**src/hw/rtl/text_pretokenizer_splitter_core_defines.svh**
```systemverilog
// assertion macros shared by the pre-tokenizer rtl
`ifndef TEXT_PRETOKENIZER_SPLITTER_CORE_DEFINES_SVH
`define TEXT_PRETOKENIZER_SPLITTER_CORE_DEFINES_SVH

// same-cycle implication, held off while reset is low
`define TPS_ASSERT_NOW(lbl, clk, rst_n, ante, cons, msg) \
  lbl: assert property (@(posedge clk) disable iff (!rst_n) (ante) |-> (cons)) else $error(msg);

// next-cycle implication, held off while reset is low
`define TPS_ASSERT_NEXT(lbl, clk, rst_n, ante, cons, msg) \
  lbl: assert property (@(posedge clk) disable iff (!rst_n) (ante) |=> (cons)) else $error(msg);

`endif

```
**src/hw/rtl/tps_pkg.sv**
```systemverilog
// shared types, character constants and class functions of the pre-tokenizer
package tps_pkg;

  localparam int WS_DEPTH_DEF = 16;

  localparam logic [7:0] CH_SPACE = 8'd32;
  localparam logic [7:0] CH_APOS  = 8'd39;
  localparam logic [7:0] CH_R     = 8'd114;
  localparam logic [7:0] CH_V     = 8'd118;
  localparam logic [7:0] CH_L     = 8'd108;

  typedef struct packed {
    logic [7:0] in_byte;
    logic       end_of_text;
  } tps_in_t;

  typedef struct packed {
    logic [7:0] out_byte;
    logic       byte_valid;
    logic       token_start;
    logic       run_last;
    logic       text_done;
    logic       ws_truncated;
  } tps_out_t;

  typedef enum logic [3:0] {
    ST_IDLE, ST_SPACE, ST_ALPHA, ST_DIGIT, ST_PUNCT,
    ST_CONTR1, ST_CONTR2, ST_CONTR3, ST_WSRUN
  } scan_state_t;

  typedef enum logic [2:0] {
    EMIT_NONE, EMIT_ONE, EMIT_TWO, EMIT_FLUSH, EMIT_EMPTY
  } emit_kind_t;

  // what the scanner decided for the item in the item register
  typedef struct packed {
    emit_kind_t kind;
    logic [7:0] byte0;
    logic       start0;
    logic       push;
    logic       trunc;
  } scan_dec_t;

  function automatic logic is_ws(input logic [7:0] b);
    return (b == CH_SPACE) || (b >= 8'd9 && b <= 8'd13);
  endfunction

  function automatic logic is_alpha(input logic [7:0] b);
    return (b >= 8'd65 && b <= 8'd90) || (b >= 8'd97 && b <= 8'd122);
  endfunction

  function automatic logic is_digit(input logic [7:0] b);
    return b >= 8'd48 && b <= 8'd57;
  endfunction

endpackage

```
**src/hw/rtl/text_pretokenizer_splitter_core.sv**
```systemverilog
// an accepted item is held in the item register and its results are offered from the skid output register
// throughput: one item per cycle while the output skid entry is free; an item with
//   several results (joined space, trailing whitespace flush) holds the input until its last result is taken
// whitespace flush reads one stored byte per cycle, while the output takes results, from the run store read port
// reset: synchronous active-low rst_n returns the scanner to idle at a token start
`include "text_pretokenizer_splitter_core_defines.svh"

module text_pretokenizer_splitter_core #(
  parameter int WS_DEPTH = tps_pkg::WS_DEPTH_DEF
) (
  input  logic              clk,
  input  logic              rst_n,
  input  logic              in_valid,
  output logic              in_ready,
  input  tps_pkg::tps_in_t  in_item,
  output logic              out_valid,
  input  logic              out_ready,
  output tps_pkg::tps_out_t out_item
);
  import tps_pkg::*;

  localparam int MAX_RES = (WS_DEPTH < 2) ? 2 : WS_DEPTH;
  localparam int CNT_W   = $clog2(MAX_RES + 1);
  localparam int AW      = (WS_DEPTH > 1) ? $clog2(WS_DEPTH) : 1;

  logic             item_valid_r;
  tps_in_t          item_r;
  logic [CNT_W-1:0] ph_r;

  scan_dec_t        dec;
  logic [CNT_W-1:0] ws_base, flush_cnt, n_res, rd_idx;
  logic             emit, up_ready, emit_fire, last, done;
  logic [7:0]       rd_data;
  tps_out_t         res;

  tps_scan #(.WS_DEPTH(WS_DEPTH)) u_scan (
    .clk       (clk),
    .rst_n     (rst_n),
    .item      (item_r),
    .commit    (done),
    .dec       (dec),
    .ws_base   (ws_base),
    .flush_cnt (flush_cnt)
  );

  always_comb begin
    case (dec.kind)
      EMIT_ONE:   n_res = CNT_W'(1);
      EMIT_TWO:   n_res = CNT_W'(2);
      EMIT_FLUSH: n_res = flush_cnt;
      EMIT_EMPTY: n_res = CNT_W'(1);
      default:    n_res = '0;
    endcase
  end

  assign emit      = item_valid_r && dec.kind != EMIT_NONE;
  assign emit_fire = emit && up_ready;
  assign last      = (ph_r == n_res - CNT_W'(1));
  assign done      = item_valid_r && (dec.kind == EMIT_NONE || (up_ready && last));
  assign in_ready  = !item_valid_r || done;

  always_ff @(posedge clk) begin
    if (!rst_n) begin
      item_valid_r <= 1'b0;
      ph_r         <= '0;
    end else if (in_valid && in_ready) begin
      item_valid_r <= 1'b1;
      ph_r         <= '0;
    end else if (done) begin
      item_valid_r <= 1'b0;
      ph_r         <= '0;
    end else if (emit_fire) begin
      ph_r <= ph_r + CNT_W'(1);
    end
  end

  always_ff @(posedge clk) begin
    if (in_valid && in_ready) begin
      item_r <= in_item;
    end
  end

  // keep the read data one step ahead of the flush position
  always_comb begin
    if (item_valid_r && !done) begin
      rd_idx = emit_fire ? ph_r + CNT_W'(1) : ph_r;
    end else begin
      rd_idx = '0;
    end
  end

  tps_ws_buf #(.WS_DEPTH(WS_DEPTH)) u_ws_buf (
    .clk     (clk),
    .wr_en   (done && dec.push),
    .wr_addr (ws_base[AW-1:0]),
    .wr_data (item_r.in_byte),
    .rd_addr (rd_idx[AW-1:0]),
    .rd_data (rd_data)
  );

  always_comb begin
    res.out_byte     = item_r.in_byte;
    res.byte_valid   = 1'b1;
    res.token_start  = 1'b0;
    res.run_last     = last;
    res.text_done    = last && item_r.end_of_text;
    res.ws_truncated = 1'b0;
    case (dec.kind)
      EMIT_FLUSH: begin
        // the byte of this item is not in the store yet
        res.out_byte     = (ph_r == ws_base) ? item_r.in_byte : rd_data;
        res.token_start  = (ph_r == '0);
        res.ws_truncated = dec.trunc;
      end
      EMIT_EMPTY: begin
        res.out_byte   = '0;
        res.byte_valid = 1'b0;
      end
      EMIT_ONE, EMIT_TWO: begin
        if (ph_r == '0) begin
          res.out_byte    = dec.byte0;
          res.token_start = dec.start0;
        end
      end
      default: begin
        res.run_last = 1'b0;
      end
    endcase
  end

  tps_out_skid u_out_skid (
    .clk       (clk),
    .rst_n     (rst_n),
    .up_valid  (emit),
    .up_ready  (up_ready),
    .up_data   (res),
    .out_valid (out_valid),
    .out_ready (out_ready),
    .out_data  (out_item)
  );

  `TPS_ASSERT_NOW(a_phase_in_range, clk, rst_n, emit, ph_r < n_res, "result index past item count")
  `TPS_ASSERT_NEXT(a_eot_clears_run, clk, rst_n, done && item_r.end_of_text, ws_base == '0, "run not cleared after end of text")
  `TPS_ASSERT_NEXT(a_phase_steps, clk, rst_n, emit_fire && !last, item_valid_r && ph_r == $past(ph_r) + CNT_W'(1), "result index did not advance")

endmodule

```
**src/hw/rtl/tps_ws_buf.sv**
```systemverilog
// trailing whitespace run store, one write and one registered read port
module tps_ws_buf #(
  parameter int WS_DEPTH = tps_pkg::WS_DEPTH_DEF,
  localparam int AW = (WS_DEPTH > 1) ? $clog2(WS_DEPTH) : 1
) (
  input  logic          clk,
  input  logic          wr_en,
  input  logic [AW-1:0] wr_addr,
  input  logic [7:0]    wr_data,
  input  logic [AW-1:0] rd_addr,
  output logic [7:0]    rd_data
);
  import tps_pkg::*;

  logic [7:0] mem [WS_DEPTH];
  logic [7:0] rd_data_r;

  always_ff @(posedge clk) begin
    if (wr_en) begin
      mem[wr_addr] <= wr_data;
    end
  end

  // write-first on a same-address collision
  always_ff @(posedge clk) begin
    if (wr_en && wr_addr == rd_addr) begin
      rd_data_r <= wr_data;
    end else begin
      rd_data_r <= mem[rd_addr];
    end
  end

  assign rd_data = rd_data_r;

endmodule

```
**src/hw/rtl/tps_scan.sv**
```systemverilog
// byte classifier and token scanner state, decides the results of one item
module tps_scan #(
  parameter int WS_DEPTH = tps_pkg::WS_DEPTH_DEF,
  localparam int MAX_RES = (WS_DEPTH < 2) ? 2 : WS_DEPTH,
  localparam int CNT_W = $clog2(MAX_RES + 1)
) (
  input  logic               clk,
  input  logic               rst_n,
  input  tps_pkg::tps_in_t   item,
  input  logic               commit,
  output tps_pkg::scan_dec_t dec,
  output logic [CNT_W-1:0]   ws_base,
  output logic [CNT_W-1:0]   flush_cnt
);
  import tps_pkg::*;

  scan_state_t      state_r, state_nxt, st_step, tok_state, bnd_state;
  logic             aposl_r, aposl_nxt, aposl_step;
  logic [CNT_W-1:0] ws_count_r, cnt_nxt, cnt_step;
  logic             ws_ovf_r, ovf_nxt, ovf_step;
  logic [7:0]       cur_byte;
  logic             eot, c_ws, c_alpha, c_digit, c_punct;
  logic             take_bnd, push;
  logic [1:0]       n_imm;
  logic [7:0]       byte0;
  logic             start0;

  assign cur_byte = item.in_byte;
  assign eot      = item.end_of_text;
  assign c_ws     = is_ws(cur_byte);
  assign c_alpha  = is_alpha(cur_byte);
  assign c_digit  = is_digit(cur_byte);
  assign c_punct  = !c_ws && !c_alpha && !c_digit;

  always_comb begin
    if (cur_byte == CH_APOS && !eot) begin
      tok_state = ST_CONTR1;
    end else if (c_alpha) begin
      tok_state = ST_ALPHA;
    end else if (c_digit) begin
      tok_state = ST_DIGIT;
    end else begin
      tok_state = ST_PUNCT;
    end
  end

  always_comb begin
    if (cur_byte == CH_SPACE) begin
      bnd_state = ST_SPACE;
    end else if (c_ws) begin
      bnd_state = ST_IDLE;
    end else begin
      bnd_state = tok_state;
    end
  end

  assign ws_base = (state_r == ST_SPACE) ? '0 : ws_count_r;

  // per-state step
  always_comb begin
    st_step    = state_r;
    aposl_step = aposl_r;
    cnt_step   = ws_count_r;
    ovf_step   = ws_ovf_r;
    take_bnd   = 1'b0;
    n_imm      = 2'd0;
    byte0      = cur_byte;
    start0     = 1'b0;
    push       = 1'b0;
    case (state_r)
      ST_SPACE: begin
        if (c_ws) begin
          cnt_step = CNT_W'(1);
          ovf_step = 1'b0;
          push     = 1'b1;
          st_step  = ST_WSRUN;
        end else begin
          // pending space opens the token, the byte joins it
          n_imm   = 2'd2;
          byte0   = CH_SPACE;
          start0  = 1'b1;
          st_step = tok_state;
        end
      end
      ST_ALPHA: begin
        if (c_alpha) begin
          n_imm = 2'd1;
        end else begin
          take_bnd = 1'b1;
        end
      end
      ST_DIGIT: begin
        if (c_digit) begin
          n_imm = 2'd1;
        end else begin
          take_bnd = 1'b1;
        end
      end
      ST_PUNCT: begin
        if (c_punct) begin
          n_imm = 2'd1;
        end else begin
          take_bnd = 1'b1;
        end
      end
      ST_CONTR1: begin
        n_imm = 2'd1;
        if ((cur_byte == CH_R || cur_byte == CH_V || cur_byte == CH_L) && !eot) begin
          aposl_step = (cur_byte == CH_L);
          st_step    = ST_CONTR2;
        end else begin
          st_step = ST_IDLE;
        end
      end
      ST_CONTR2: begin
        n_imm      = 2'd1;
        st_step    = (aposl_r && !eot) ? ST_CONTR3 : ST_IDLE;
        aposl_step = 1'b0;
      end
      ST_CONTR3: begin
        if (cur_byte == CH_L) begin
          n_imm   = 2'd1;
          st_step = ST_IDLE;
        end else begin
          take_bnd = 1'b1;
        end
      end
      ST_WSRUN: begin
        if (c_ws) begin
          if (ws_count_r < CNT_W'(WS_DEPTH)) begin
            push     = 1'b1;
            cnt_step = ws_count_r + CNT_W'(1);
          end else begin
            ovf_step = 1'b1;
          end
        end else begin
          cnt_step = '0;
          ovf_step = 1'b0;
          take_bnd = 1'b1;
        end
      end
      default: begin
        take_bnd = 1'b1;
      end
    endcase
    if (take_bnd) begin
      st_step = bnd_state;
      n_imm   = {1'b0, !c_ws};
      start0  = 1'b1;
    end
  end

  // end of text closes whatever is pending and returns to reset
  always_comb begin
    dec.byte0  = byte0;
    dec.start0 = start0;
    dec.push   = push;
    dec.trunc  = ovf_step;
    state_nxt  = st_step;
    aposl_nxt  = aposl_step;
    cnt_nxt    = cnt_step;
    ovf_nxt    = ovf_step;
    case (n_imm)
      2'd1:    dec.kind = EMIT_ONE;
      2'd2:    dec.kind = EMIT_TWO;
      default: dec.kind = EMIT_NONE;
    endcase
    if (eot) begin
      if (st_step == ST_SPACE) begin
        dec.kind   = EMIT_ONE;
        dec.byte0  = CH_SPACE;
        dec.start0 = 1'b1;
      end else if (st_step == ST_WSRUN) begin
        dec.kind = EMIT_FLUSH;
      end else if (n_imm == 2'd0) begin
        dec.kind = EMIT_EMPTY;
      end
      state_nxt = ST_IDLE;
      aposl_nxt = 1'b0;
      cnt_nxt   = '0;
      ovf_nxt   = 1'b0;
    end
  end

  assign flush_cnt = cnt_step;

  always_ff @(posedge clk) begin
    if (!rst_n) begin
      state_r    <= ST_IDLE;
      aposl_r    <= 1'b0;
      ws_count_r <= '0;
      ws_ovf_r   <= 1'b0;
    end else if (commit) begin
      state_r    <= state_nxt;
      aposl_r    <= aposl_nxt;
      ws_count_r <= cnt_nxt;
      ws_ovf_r   <= ovf_nxt;
    end
  end

endmodule

```
**src/hw/rtl/tps_out_skid.sv**
```systemverilog
// result output register with a skid entry, ready to the producer is registered
module tps_out_skid (
  input  logic              clk,
  input  logic              rst_n,
  input  logic              up_valid,
  output logic              up_ready,
  input  tps_pkg::tps_out_t up_data,
  output logic              out_valid,
  input  logic              out_ready,
  output tps_pkg::tps_out_t out_data
);
  import tps_pkg::*;

  logic     out_valid_r, skid_valid_r;
  tps_out_t out_data_r, skid_data_r;
  logic     stalled, up_fire;

  assign up_ready = !skid_valid_r;
  assign stalled  = out_valid_r && !out_ready;
  assign up_fire  = up_valid && up_ready;

  always_ff @(posedge clk) begin
    if (!rst_n) begin
      out_valid_r  <= 1'b0;
      skid_valid_r <= 1'b0;
    end else if (stalled) begin
      if (up_fire) begin
        skid_valid_r <= 1'b1;
      end
    end else if (skid_valid_r) begin
      out_valid_r  <= 1'b1;
      skid_valid_r <= 1'b0;
    end else begin
      out_valid_r <= up_valid;
    end
  end

  always_ff @(posedge clk) begin
    if (stalled) begin
      if (up_fire) begin
        skid_data_r <= up_data;
      end
    end else if (skid_valid_r) begin
      out_data_r <= skid_data_r;
    end else if (up_fire) begin
      out_data_r <= up_data;
    end
  end

  assign out_valid = out_valid_r;
  assign out_data  = out_data_r;

endmodule

```
**config.mk**
```make
export PLATFORM = sky130hd
export DESIGN_NAME = text_pretokenizer_splitter_core
export DESIGN_NICKNAME = d
export VERILOG_FILES = /design/src/hw/rtl/tps_pkg.sv /design/src/hw/rtl/text_pretokenizer_splitter_core.sv /design/src/hw/rtl/tps_ws_buf.sv /design/src/hw/rtl/tps_scan.sv /design/src/hw/rtl/tps_out_skid.sv
export VERILOG_INCLUDE_DIRS = /design/src /design/src/hw/rtl
export SDC_FILE = /design/constraint.sdc
export NUM_CORES = 1
export LEC_CHECK = 0
export BUFFER_PORTS_ARGS = -buffer_cell sky130_fd_sc_hd__buf_2
export CORE_MARGIN = 4
export CORE_UTILIZATION = 49
export CTS_BUF_LIST = sky130_fd_sc_hd__clkbuf_2
export CTS_CLUSTER_SIZE = 20
export DETAILED_ROUTE_END_ITERATION = 6
export PLACE_DENSITY = 0.63
export SLEW_MARGIN = 40
export SYNTH_ARGS = -nofsm -noshare
export SYNTH_HDL_FRONTEND = slang
export SYNTH_SLANG_ARGS = --single-unit
export TNS_END_PERCENT = 20
```
**constraint.sdc**
```tcl
create_clock -name clk -period 5.42 [get_ports clk]
set_input_delay 1.084 -clock clk [delete_from_list [all_inputs] [get_ports clk]]
set_output_delay 1.084 -clock clk [all_outputs]
set_load 0.01 [all_outputs]
```
==> flow_summary.toml <==
[yosys]
synth_top_area_share = 0.569
yosysUniqueCellTypes = 75
synthFlopType = "edfxtp_1"
synth.avg_cell_area_um2 = 14.6
postSynth.asyncResetShare = 0
synth_top_family_by_area = "multiplexers"
netlist_area_mm2 = 0.00861
yosys.area.top_type = "edfxtp_1"
synth-seq-cells = 186
synth-simple-area-share = 0.110
synth_edf_count = 163
synth_area_leaders = "edfxtp_1, mux4_2, dfxtp_1, nor2_1, mux2i_1"
synth_mux_area_frac = 0.135
syn_nets = 605
synthAdderAreaFrac = 0.00581
ys_warn_count = 0
synth-xor-area-share = 0.0132
synth_common_cells = "edfxtp_1, nor2_1, mux4_2"
postSynthCellCount = 588
synth_seq_area_share = 0.622
synth_most_common_cell = "edfxtp_1"
synth_compound_area_frac = 0.0904

[timing]
setup_viol = 0
fin_ws_ps = 16.5
rsz0062_at_grt = "yes"
timing.final.crit_period_ps = 5400
max_clock_freq_mhz = 185
whs_ps = 477
maxSlewHeadroom = 0.478
worstMarginPinSlew_ps = 782
slew_violations = 0
hold_viol_final = 0
period_share = 0.997
fin_skew_ps = 47.5

[global_routing]
grt_max_degree = 33
grt_pass1_vias = 5298
grt_pass1_wl_um = 30400
grt.total_usage = 0.200
antenna_found_initial = 1
grt_overflow = 0

[clock_network]
cts.htree.levels = 4
ctsHoldBuffers = 0
cts_tree = "yes"
path_clk_slew_ps = 280
cts_sinks = 186
insertion_delay_ps = 760
cts_buffer_depth = 2
numCtsBuffers = 17
root_buffer = "clkbuf_2"

[placed_design]
pre_cts_slack_ps = 476
port-buffer-count = 27
dpl.hpwl_um = 13000
place_congestion = 0.910

[min_path]
worstHoldPathType = "in2reg"
holdPathStages = 1

[pwr]
leakage_uw = 0.00311
power-per-cell-area_mw_per_mm2 = 260
vdd_ir_drop_max_mv = 0.114
p_sw_uw = 632
pwr-share-comb = 0.073
clockPowerShare = 0.293
swShare = 0.251
power_frac_seq = 0.634
internal_power_uw = 1890

[final_layout]
nNetsFinal = 666
final_layout_size_suffix_gt1_frac = 0.299
area_growth_pct = 12.6

[setup_path]
cp-endpoint = "in_ready"
crit_path_end_kind = "output port"
crit-reg2reg-launch = "item_r[4]"
r2r_cells = 14
crit_path_max_fanout = 6
startpoint = "item_r[4]"
r2r_slack_ps = 660
r2r-end = "u_ws_buf.mem[14][1]"
crit_type = "reg2out"
required_ps = 4340
cp.arrival_ps = 4320
startpoint_type = "flip-flop"

[floorplanning]
boundaryPins = 28
die_w_um = 141
coreArea_mm2 = 0.0172
row_count = 48
start_util = 0.499
dieArea_mm2 = 0.0198
die_h_um = 141

[flow_run]
cap_violations = 0

[drt]
drt_wl_total_um = 19300
drc = 0
ant_nets = 0
vias_per_cell = 6.07
wl_per_cell_um = 21.7
first_pass_iters = 6
num_vias = 5394
drt_iter0_drc = 593

[status]
status = "complete, no violations"
[cell usage in the layout (no fill, tap or decap), types with 6 or more instances in the layout]
cell type,Yosys,routed
nor2_1,42,41
buf_4,0,53
xnor2_1,8,8
mux4_2,40,40
nor4_1,10,9
o21ai_1,8,8
edfxtp_1,163,163
nor3_1,16,15
mux2i_1,15,15
and2_1,6,6
clkbuf_2,0,18
nand3_1,15,14
o21ai_0,13,11
a21oi_1,12,12
nor2b_1,11,11
nand2_1,21,20
a32o_1,7,7
nand2b_1,8,8
mux2_2,10,10
inv_1,8,8
dfxtp_1,23,18
or3_1,6,6
buf_2,7,27
[critical path: stages, from the launching register on]
cell	delay (ps)
edfxtp_1	510
buf_6	160
or4b_4	550
a2111oi_4	420
a311oi_4	90
a21boi_2	200
a221oi_2	290
nor3_4	100
ha_4	200
nand3_2	60
o21ai_2	50
and4_4	200
o41ai_4	460
o21ai_2	100
buf_2	170
[power groups by stage]
stage | sequential, uW | clock [uW] | combinational [uW]
after CTS | 1600 | 759 | 173
after global placement | 1630 | 0 | 154
after detailed placement | 1630 | 0 | 156
after global routing | 1600 | 826 | 199
after floorplan | 1630 | 0 | 98.6
final | 1600 | 738 | 184
[cell families (layout without fill, tap and decap cells)]
kind of cell               Yosys count  in the layout
buffers and inverters               48            122
muxes                               65             65
AOI/OAI and AO/OA                  101            101
and+or+nand+nor                    171            171
adders and majority gates            4              4
xor gates and xnor gates            13             13
other                                0              1
DFF                                186            186
[flip-flops by register name, indices dropped and copies added (netlist names), named ones only]
signal / cells
item_valid_r: 1
ph_r: 5
u_scan.aposl_r: 1
u_out_skid.out_data: 13
u_out_skid.skid_valid_r: 1
u_scan.state_r: 4
u_out_skid.skid_data_r: 13
u_scan.ws_count_r: 5
u_out_skid.out_valid: 1
u_ws_buf.mem: 128
item_r: 9
u_scan.ws_ovf_r: 1
[metrics by stage]
step                      std cells  setup TNS (ps)  instance area (um^2)   util  power, uW
after floorplan                 588               0                  8610      -       1730
after global routing            888            -208                  9690  0.562       2620
after detailed placement        834               0                  9120  0.529       1790
after CTS                       878               0                  9540  0.553       2530
after global placement          834               0                  9120  0.529       1780
final                           888               0                  9690  0.562       2520
[cell type report]
type                    count  area (um^2)
diodes                      1         2.50
clock buffers              17         85.1
clock inverters            15          181
fillers                  1372         7540
inverters                   8         30.0
multi-input cells         354         3200
flip-flops and latches    186         5360
well taps                 225          282
repair buffers             82          549
[layer usage]
metal | vias to the layer above | wire [um] | global-route usage
met3 | 33 | 1110 | 0.0393
met2 | 215 | 9000 | 0.301
met5 | - | 0 | 0
li1 | 2484 | - | -
met1 | 2662 | 8750 | 0.298
met4 | 0 | 414 | 0.0622
[how the worst min path moves through the flow]
stage,startpoint,slack (ps),endpoint
6_report,in_item[4],480,item_r[4]
5_1_grt,in_item[4],370,item_r[4]
4_1_cts,in_item[6],400,item_r[6]
3_5_place_dp,u_scan.aposl_r,460,u_scan.aposl_r
3_3_place_gp,u_scan.aposl_r,440,u_scan.aposl_r
2_1_floorplan,u_scan.aposl_r,430,u_scan.aposl_r
[timing repair]
action                     in CTS  in global routing
buffers inserted               12                  9
hold endpoints to repair        0                  0
pin swaps                       0                 10
setup endpoints to repair       1                  1
gates resized for setup        15                 18
(Power assumes the default switching activity.)
